## src/rtl/bflp_pkg.sv

```systemverilog
// Package for the longest-path core: sizes, codes, controller states and the
// command/status structs between controller and datapath. No dependencies.
package bflp_pkg;

  localparam int MAX_NODES  = 4096;
  localparam int MAX_EDGES  = 8192;
  localparam int SCORE_BITS = 48;

  localparam int NODE_W     = 13;                 // node number field, 1..MAX_NODES
  localparam int NODE_AW    = $clog2(MAX_NODES);  // node memory address
  localparam int EDGE_AW    = $clog2(MAX_EDGES);  // edge memory address
  localparam int PTR_W      = EDGE_AW + 1;        // holds MAX_EDGES itself
  localparam int WEIGHT_W   = 32;
  localparam int DIST_W     = 64;
  localparam int STATUS_W   = 2;
  localparam int CFG_IDX_W  = 2;
  localparam int CFG_DATA_W = 14;
  localparam int NCNT_W     = 13;
  localparam int ECNT_W     = 14;

  // configuration register indexes
  localparam logic [CFG_IDX_W-1:0] CFG_NODE_COUNT = 2'd0;
  localparam logic [CFG_IDX_W-1:0] CFG_EDGE_COUNT = 2'd1;

  // opcodes of an input beat
  localparam logic OP_LOAD = 1'b0;
  localparam logic OP_RUN  = 1'b1;

  // result status codes
  localparam logic [STATUS_W-1:0] ST_FINITE    = 2'd0;
  localparam logic [STATUS_W-1:0] ST_UNBOUNDED = 2'd1;
  localparam logic [STATUS_W-1:0] ST_UNREACH   = 2'd2;

  typedef enum logic [3:0] {
    S_IDLE, S_CLEAR, S_INIT, S_EFETCH, S_NFETCH, S_EXEC,
    S_FRD, S_FCHK, S_TRD, S_DONE
  } ctl_state_t;

  typedef enum logic [1:0] {
    PH_RELAX, PH_BACK, PH_FWD
  } phase_t;

  typedef enum logic [3:0] {
    DP_NOP, DP_LOAD, DP_CLEAR, DP_INIT, DP_EFETCH, DP_NFETCH,
    DP_RELAX, DP_BACK, DP_FWD, DP_FRD, DP_FCHK, DP_TRD, DP_RESULT
  } dp_op_t;

  typedef struct packed {
    dp_op_t              op;
    logic [EDGE_AW-1:0]  edge_addr;
    logic [NODE_AW-1:0]  node_addr;
    logic [NODE_W-1:0]   n_eff;
    logic                mark;
    logic                clr_change;
  } dp_cmd_t;

  typedef struct packed {
    logic changed;
  } dp_sts_t;

  typedef struct packed {
    logic [NODE_W-1:0]   src;
    logic [NODE_W-1:0]   dst;
    logic [WEIGHT_W-1:0] weight;
  } edge_t;

  typedef struct packed {
    logic              valid;
    logic [DIST_W-1:0] dval;
  } dist_ent_t;

endpackage

```

## src/rtl/bflp_ctrl.sv

```systemverilog
// Controller: configuration registers, load pointer, scan counters and the
// run sequencer that commands the datapath. Depends on bflp_pkg.
module bflp_ctrl
  import bflp_pkg::*;
(
  input  logic                  clk,
  input  logic                  rst_n,
  input  logic                  in_valid,
  input  logic                  in_opcode,
  output logic                  in_ready,
  output logic                  out_valid,
  input  logic                  out_ready,
  input  logic                  cfg_valid,
  input  logic [CFG_IDX_W-1:0]  cfg_index,
  input  logic [CFG_DATA_W-1:0] cfg_data,
  output logic                  cfg_ready,
  output dp_cmd_t               cmd,
  input  dp_sts_t               sts
);

  ctl_state_t state_r, state_nxt;
  phase_t     phase_r, phase_nxt;
  logic [NCNT_W-1:0]  node_count_r;
  logic [ECNT_W-1:0]  edge_count_r;
  logic [PTR_W-1:0]   load_ptr_r, load_ptr_nxt;
  logic [EDGE_AW-1:0] eidx_r, eidx_nxt;
  logic [NODE_AW-1:0] naddr_r, naddr_nxt;
  logic [NODE_AW-1:0] pass_r, pass_nxt;
  logic               out_valid_r, out_valid_nxt;

  logic [NODE_W-1:0]  n_eff, nm1;
  logic [ECNT_W-1:0]  m_eff;
  logic               in_acc, last_edge, last_pass, out_free;

  // clamp configuration
  always_comb begin
    if (node_count_r < NCNT_W'(2))              n_eff = NODE_W'(2);
    else if (node_count_r > NCNT_W'(MAX_NODES)) n_eff = NODE_W'(MAX_NODES);
    else                                        n_eff = node_count_r;
    m_eff     = (edge_count_r > ECNT_W'(MAX_EDGES)) ? ECNT_W'(MAX_EDGES) : edge_count_r;
    nm1       = n_eff - NODE_W'(1);
    in_acc    = in_valid && in_ready;
    last_edge = (ECNT_W'(eidx_r) + ECNT_W'(1)) == m_eff;
    last_pass = NODE_W'(pass_r) == nm1;
    out_free  = !out_valid_r || out_ready;
  end

  // next state and counters
  always_comb begin
    state_nxt     = state_r;
    phase_nxt     = phase_r;
    load_ptr_nxt  = load_ptr_r;
    eidx_nxt      = eidx_r;
    naddr_nxt     = naddr_r;
    pass_nxt      = pass_r;
    out_valid_nxt = out_valid_r && !out_ready;
    unique case (state_r)
      S_IDLE: begin
        if (in_acc) begin
          if (in_opcode == OP_RUN) begin
            state_nxt = S_CLEAR;
            naddr_nxt = '0;
          end else if (load_ptr_r < PTR_W'(MAX_EDGES)) begin
            load_ptr_nxt = load_ptr_r + PTR_W'(1);
          end
        end
      end
      S_CLEAR: begin
        naddr_nxt = naddr_r + NODE_AW'(1);
        if (naddr_r == NODE_AW'(MAX_NODES - 1)) state_nxt = S_INIT;
      end
      S_INIT: begin
        phase_nxt = PH_RELAX;
        pass_nxt  = '0;
        eidx_nxt  = '0;
        naddr_nxt = '0;
        state_nxt = (m_eff == '0) ? S_FRD : S_EFETCH;
      end
      S_EFETCH: state_nxt = S_NFETCH;
      S_NFETCH: state_nxt = S_EXEC;
      S_EXEC: begin
        eidx_nxt  = eidx_r + EDGE_AW'(1);
        state_nxt = S_EFETCH;
        if (last_edge) begin
          eidx_nxt = '0;
          unique case (phase_r)
            PH_RELAX: begin
              if (last_pass) phase_nxt = PH_BACK;
              else           pass_nxt  = pass_r + NODE_AW'(1);
            end
            PH_BACK: begin
              if (!sts.changed) phase_nxt = PH_FWD;
            end
            PH_FWD: begin
              if (!sts.changed) begin
                state_nxt = S_FRD;
                naddr_nxt = '0;
              end
            end
            default: ;
          endcase
        end
      end
      S_FRD: state_nxt = S_FCHK;
      S_FCHK: begin
        naddr_nxt = naddr_r + NODE_AW'(1);
        if (NODE_W'(naddr_r) == nm1) state_nxt = S_TRD;
        else                         state_nxt = S_FRD;
      end
      S_TRD: state_nxt = S_DONE;
      S_DONE: begin
        if (out_free) begin
          out_valid_nxt = 1'b1;
          load_ptr_nxt  = '0;
          state_nxt     = S_IDLE;
        end
      end
      default: state_nxt = S_IDLE;
    endcase
  end

  // datapath commands and handshake outputs
  always_comb begin
    cmd            = '0;
    cmd.op         = DP_NOP;
    cmd.edge_addr  = eidx_r;
    cmd.node_addr  = naddr_r;
    cmd.n_eff      = n_eff;
    cmd.mark       = last_pass;
    cmd.clr_change = 1'b0;
    unique case (state_r)
      S_IDLE: begin
        cmd.edge_addr = EDGE_AW'(load_ptr_r);
        if (in_acc && in_opcode == OP_LOAD && load_ptr_r < PTR_W'(MAX_EDGES)) begin
          cmd.op = DP_LOAD;
        end
      end
      S_CLEAR:  cmd.op = DP_CLEAR;
      S_INIT: begin
        cmd.op         = DP_INIT;
        cmd.clr_change = 1'b1;
      end
      S_EFETCH: cmd.op = DP_EFETCH;
      S_NFETCH: cmd.op = DP_NFETCH;
      S_EXEC: begin
        unique case (phase_r)
          PH_RELAX: cmd.op = DP_RELAX;
          PH_BACK:  cmd.op = DP_BACK;
          PH_FWD:   cmd.op = DP_FWD;
          default:  cmd.op = DP_NOP;
        endcase
        cmd.clr_change = last_edge;
      end
      S_FRD:    cmd.op = DP_FRD;
      S_FCHK:   cmd.op = DP_FCHK;
      S_TRD:    cmd.op = DP_TRD;
      S_DONE:   cmd.op = out_free ? DP_RESULT : DP_NOP;
      default:  cmd.op = DP_NOP;
    endcase
  end

  assign in_ready  = (state_r == S_IDLE);
  assign out_valid = out_valid_r;
  assign cfg_ready = 1'b1;

  // control registers
  always_ff @(posedge clk) begin
    if (!rst_n) begin
      state_r      <= S_IDLE;
      phase_r      <= PH_RELAX;
      load_ptr_r   <= '0;
      eidx_r       <= '0;
      naddr_r      <= '0;
      pass_r       <= '0;
      out_valid_r  <= 1'b0;
      node_count_r <= NCNT_W'(2);
      edge_count_r <= ECNT_W'(1);
    end else begin
      state_r     <= state_nxt;
      phase_r     <= phase_nxt;
      load_ptr_r  <= load_ptr_nxt;
      eidx_r      <= eidx_nxt;
      naddr_r     <= naddr_nxt;
      pass_r      <= pass_nxt;
      out_valid_r <= out_valid_nxt;
      if (cfg_valid && cfg_ready) begin
        if (cfg_index == CFG_NODE_COUNT) node_count_r <= cfg_data[NCNT_W-1:0];
        if (cfg_index == CFG_EDGE_COUNT) edge_count_r <= cfg_data[ECNT_W-1:0];
      end
    end
  end

endmodule

```

## config.mk

```make
export PLATFORM = sky130hd
export DESIGN_NAME = bflp_ctrl
export DESIGN_NICKNAME = d
export VERILOG_FILES = /design/src/rtl/bflp_pkg.sv /design/src/rtl/bflp_ctrl.sv
export SDC_FILE = /design/constraint.sdc
export NUM_CORES = 1
export LEC_CHECK = 0
export ABC_CLOCK_PERIOD_IN_PS = 4600
export BUFFER_PORTS_ARGS = -buffer_cell sky130_fd_sc_hd__buf_2
export CELL_PAD_IN_SITES_DETAIL_PLACEMENT = 0
export CELL_PAD_IN_SITES_GLOBAL_PLACEMENT = 1
export CORE_ASPECT_RATIO = 0.9
export CORE_MARGIN = 4
export CORE_UTILIZATION = 44
export CTS_CLUSTER_DIAMETER = 100
export CTS_CLUSTER_SIZE = 24
export DETAILED_ROUTE_END_ITERATION = 12
export PLACE_DENSITY = 0.85
export SYNTH_ARGS = -nofsm -noshare
export SYNTH_HDL_FRONTEND = slang
export SYNTH_SLANG_ARGS = --single-unit
export TNS_END_PERCENT = 20
```

## constraint.sdc

```tcl
create_clock -name clk -period 4.6 [get_ports clk]
set_clock_uncertainty 0.1 [all_clocks]
set_input_delay 0.69 -clock clk [delete_from_list [all_inputs] [get_ports clk]]
set_output_delay 0.69 -clock clk [all_outputs]
set_load 0.03 [all_outputs]
```

**Yosys cells after proc, flatten, opt, wreduce, memory -nomap -nowiden**

Cells that the tools add are included.

- Register bits: 85
- Input port bits: 23
- Output and inout port bits: 47
- Logic and storage cells: 115

- Add/subtract/negate cells: 6
- $lt $le $gt $ge: 4
- Equality and inequality tests: 30
- Mux-type cells: 43
- Bitwise logic cells: 1
- Reduce and logical (&&, ||, !) cells: 22

Operators with widths:

| cell | number |
|---|---|
| two-way mux 12 bit | 8 |
| case mux 4 bit (10 select lines) | 2 |
| two-way mux 14 bit | 5 |
| two-way mux 13 bit | 4 |
| case mux 12 bit (4 select lines) | 1 |
| case mux 14 bit (2 select lines) | 1 |
| == test 12 x 13 -> 1 bit | 2 |
| case mux 13 bit (2 select lines) | 1 |
| adder 12 x 1 -> 12 bit (second input constant) | 2 |
| two-way mux 4 bit | 6 |
| case mux 12 bit (2 select lines) | 1 |
| inequality test 2 bit (second input constant) | 9 |
| == test 4 x 3 -> 1 bit (second input constant) | 4 |
| adder 13 x 1 -> 14 bit (second input constant) | 1 |
| adder 14 x 1 -> 14 bit (second input constant) | 1 |
| == test 14 bit | 1 |
| greater-than comparator 14 bit (second input constant) | 1 |
| zero test 14 bit | 1 |
| < comparator 14 bit (second input constant) | 1 |
| adder 13 x 1 -> 13 bit (second input constant) | 1 |
| greater-than comparator 13 bit (second input constant) | 1 |
| < comparator 13 x 2 -> 1 bit (second input constant) | 1 |
| subtractor 13 x 1 -> 13 bit (second input constant) | 1 |
| == test 12 bit (second input constant) | 1 |
| 26 further kinds | 49 |

**Logic depth before layout (Yosys ltp)**

- Depth after elaboration: 9
- Gate-level depth with buffers: 16
- Mapped depth without buffers: 14

**Worst setup path after synthesis**

Ideal clock, no wire load.

- Path kind: register to output
- Start: register node_count_r[5]
- End: output cmd[1] (netlist bit)
- Arrival time: 3.624 ns
- Required time: 3.810 ns
- Setup slack: 0.186 ns
- Stages on the path, launching flop included: 14
- Buffers on the path: 2
- Cell sequence: dfxtp_1 -> clkbuf_1 -> nor4_1 -> nand3_1 -> o211a_1 -> inv_1 -> ha_1 -> xnor2_1 -> or4_1 -> a221oi_2 -> o311ai_1 -> or4_4 -> nor4_1 -> buf_4

RTL lines:

| element | line | RTL |
|---|---|---|
| start: declaration | bflp_ctrl.sv:23 | `logic [NCNT_W-1:0] node_count_r;` |
| start signal: assignment | bflp_ctrl.sv:187 | `if (cfg_index == CFG_NODE_COUNT) node_count_r <= cfg_data[NCNT_W-1:0];` |
| end: declaration | bflp_ctrl.sv:17 | `output dp_cmd_t cmd,` |

==> results.md <==
- The flow ran to the end, and the final reports show no timing, DRC or antenna violations.
- In the synthesized netlist the async set-or-reset flop fraction comes to 0.
- The critical path's slowest cell is sky130_fd_sc_hd__or4_4.
- Among cell families on the critical path, the largest total delay comes from simple AND/OR/NAND/NOR gates.
- Counting the fill cells in the layout gives 1283.
- The HPWL after detailed placement is 12780 um.
- The synthesis warning total is 0.
- In this run, CTS created clock tree buffers numbering 9.
- The share of total power dissipated in combinational logic is 0.213.
- The number of design-rule violations left by the first detailed-router iteration is 344.
- The arrival time of data at the critical path endpoint is 3.55 ns.
- The worst-case reg-to-reg path depth is 14.
- The clock latency on the worst-skew pair is 0.35 ns.
- The initialized floorplan defines 40 standard-cell rows.
- The highest attainable clock frequency is 230.4 MHz.
- STA puts the critical path data required time at 3.81 ns.
- For this run, global-route usage on met1 was measured as 0.3094.
- The share of synthesized area in the top cell type comes to 0.2841.
- The largest net degree at the start of global routing is 48.
- Setup repair after global routing left no endpoint under its margin.
- The initial utilization of the core area, before any placement, comes to 0.4482.
- The number of global-route vias before repair is 5581.
- For this run, the slowest stage of the critical path takes 0.57 ns.
- The global routing met3 resource utilization is 0.04745.
- The sum of negative setup slack is 0 ns.
- The worst pin sits at a relative slew slack of 0.5845.
- The worst setup path is captured at an output port.
- When the netlist entered floorplanning its net count stood at 817.
- Using the TritonRoute via totals, the vias-per-cell ratio works out to 5.872.
- Of the total power, the share spent switching nets is 0.3060.
- The number of DRC violations after detailed routing is 0.
- The critical path launch point type is a flip-flop.
- The final-report max-slew violation count is 0.
- For this design the total switching power over the nets is 618.7 uW.
- The total congestion overflow after global routing is 0.
- In the synthesized netlist the dominant register cell turns out to be sky130_fd_sc_hd__dfxtp_1.
- The post-layout utilization of the core is 0.5134.
- The minimum clock period is 4.341 ns.
- The worst-case IR drop observed on VDD is 0.1936 mV.
- The area enclosed by the die boundary is 15550 um2.
- The number of maximum-capacitance constraint violations is 0.
- Relative to the synthesized area, the layout overhead comes to 14.54%.
- Of the cells placed in the final design, the portion with a size suffix greater than 1 is 0.1809.
- The number of instances on the worst hold path is 1.
- The count of input and output buffers is 68.
- Averaged over all synthesized cells, the footprint is 7.591 um2.
- In the post-synthesis netlist, the biggest area contributors are sky130_fd_sc_hd__dfxtp_1 (28%), sky130_fd_sc_hd__nand2_1 (7.1%), sky130_fd_sc_hd__a21boi_0 (3.5%), sky130_fd_sc_hd__a21oi_1 (3.4%), sky130_fd_sc_hd__xnor2_1 (3.4%).
- The critical path depth in cells is 13.
- The final count of hold timing violations is 0.
- The mapped netlist covers 5989 um2.
- The average detailed-routed wire length per instance is 16.67 um.
- In this run, distinct cell masters in the synthesized netlist total 80.
- After clock tree synthesis, the clock-pin slew on the worst setup and hold paths is 0.07 ns.
- The share of total power dissipated in sequential elements is 0.391.
- The most numerous cell type found on the critical path is sky130_fd_sc_hd__nor4_4.
- The floorplan step set the die height to 118.7 um.
- The number of antenna violations at the first check in global routing was 0.
- Traced cell by cell, the critical path runs through nor4_4, nand2_1, nor2_2, o21ai_1, ha_1, xnor2_1, or4_1, a221oi_2, o311ai_1, or4_4, nor4_4, buf_4, buf_6.
- Once detail routing completed, the nets flagged for antenna violations numbered 0.
- In this run the power density over the cells is 294.7 nW/um2.
- The cell type with the largest total area after synthesis is sky130_fd_sc_hd__dfxtp_1.
- Counting both buffers and inverters, the worst setup path holds a total of 2.
- The gate count of the mapped netlist is 789.
- The total iterations of the first detailed-routing run is 5.
- Overall power consumption after layout is estimated at 2.022 mW.
- The number of enable flip-flop cells after synthesis is 0.
- In this run the number of H-tree levels came out at 3.
- Setup violations remaining at the end of the flow were counted as 0.
- The global routing met2 resource utilization is 0.3391.
- Routability-driven placement finished with a final weighted congestion of 0.9116.
- From left edge to right edge, the die measures 131.0 um.
- 0 antenna diodes ended up in the layout.
- The share of the clock period used by the worst path is 0.9437.
- The post-synthesis sequential element count is 85.
- The overall via count from detail_route is 5954.
- The first global-routing pass estimated 27630 um of wire.
- TritonCTS built the clock tree.
- The number of nets at the end of the flow is 869.
- 70 I/O pins were placed.
- The number of buffers on the longest clock path is 2.
- The critical path is of the reg2out type.
- The share of the Yosys chip area taken by registers is 0.2841.
- The static leakage is 2.700 nW.
- In the global route stage, overall resource usage came out at 0.2185.
- The cell-internal power is 1.403 mW.
- The global routing's busiest layer is met2.
- The min-delay analysis places its worst path in the category reg2reg.
- The top fanout value on the critical path is 2.
- The clock group share of total power is 0.396.
- The measured slew at the worst slew-check pin is 0.6196 ns.
- The TritonCTS sink count is 85.
- The cell sitting at the root of the clock tree is a sky130_fd_sc_hd__clkbuf_16.
- The area inside the core boundary is 13360 um2.
- The overall routed net length is 16900 um.
## timing repair
action / in CTS / in global routing
gates cloned: 0 / 0
gates resized for setup: 6 / 7
endpoints found under the setup margin: 1 / 1
hold buffers: 0 / 0
pin swaps: 3 / 8
buffers inserted: 1 / 1
hold endpoints to repair: 0 / 0
## final timing paths
check / from / slack [ns] / endpoint
max: node_count_r[6] / 0.26 / cmd[1]
min: naddr_r[11] / 0.36 / naddr_r[11]
max reg2reg: node_count_r[6] / 0.73 / pass_r[1]
min reg2reg: naddr_r[11] / 0.36 / naddr_r[11]
## cell type report
class,count,area (um2),share of cell area
Multi-Input combinational cell,633,4025,0.5867
Sequential cell,85,1704,0.2484
Timing Repair Buffer,90,511.7,0.07459
Clock buffer,11,242.7,0.03538
Tap cell,168,210.2,0.03064
Clock inverter,5,83.83,0.01222
Inverter,22,82.58,0.01204
## cells in the final DEF, fill, tap and decap left out, types with 23 or more instances in the layout
master                     synthesis  layout
sky130_fd_sc_hd__o21ai_0          40      39
sky130_fd_sc_hd__a21boi_0         28      28
sky130_fd_sc_hd__a21oi_1          41      41
sky130_fd_sc_hd__nand2_1         113     113
sky130_fd_sc_hd__nand3_1          35      34
sky130_fd_sc_hd__or3_1            23      23
sky130_fd_sc_hd__nor2_1           50      49
sky130_fd_sc_hd__dfxtp_1          85      83
sky130_fd_sc_hd__xnor2_1          23      23
sky130_fd_sc_hd__buf_2            11      67
## cell families after synthesis
kind of cell | count (synthesis) | synth area share
buffers and inverters | 71 | 0.05181
XOR/XNOR | 43 | 0.06747
flip-flops | 85 | 0.2841
AO/OA/AOI/OAI | 200 | 0.2252
multiplexers | 17 | 0.03071
other | 1 | 0.0006261
adder cells (fa/ha/maj) | 5 | 0.01044
AND/OR/NAND/NOR | 367 | 0.3297
## power groups by stage
stage	Sequential (mW)	Combinational (mW)	Clock, mW
finish	0.790	0.431	0.801
global route	0.794	0.473	0.851
CTS	0.789	0.423	0.825
detailed placement	0.805	0.419	0
global placement	0.803	0.412	0
floorplan	0.791	0.316	0
## registers in the layout, summed over array words and instances, names as in the netlist
name / cells
eidx_r: 13
state_r: 4
edge_count_r: 14
phase_r: 2
out_valid: 1
node_count_r: 13
load_ptr_r: 14
naddr_r: 12
pass_r: 12
## metrics by stage
step | instance area, um2 | instances | worst slack [ns] | hold WS [ns]
4_1_cts | 6823 | 1013 | 0.002158 | 0.3675
5_1_grt | 6860 | 1014 | 0.05510 | 0.3860
3_3_place_gp | 6462 | 996 | 0.2045 | 0.3425
3_5_place_dp | 6462 | 996 | 0.2140 | 0.3578
6_report | 6860 | 1014 | 0.2592 | 0.3576
2_1_floorplan | 5989 | 789 | 0.1858 | 0.3375
## routing by layer
metal,up-vias,part of all wire
met4,0,0.013
met5,-,0
met3,17,0.056
met2,180,0.46
li1,2933,-
met1,2824,0.47
## synth_stat cells (all sizes together), types with 17 or more instances
master	n
a21boi	30
a21oi	41
and3	17
buf	18
clkbuf	31
dfxtp	85
inv	22
nand2	113
nand2b	18
nand3	35
nor2	50
nor2b	20
o21ai	52
or3	26
xnor2	23
xor2	18
Note: power is estimated with default switching activity, not from simulation.
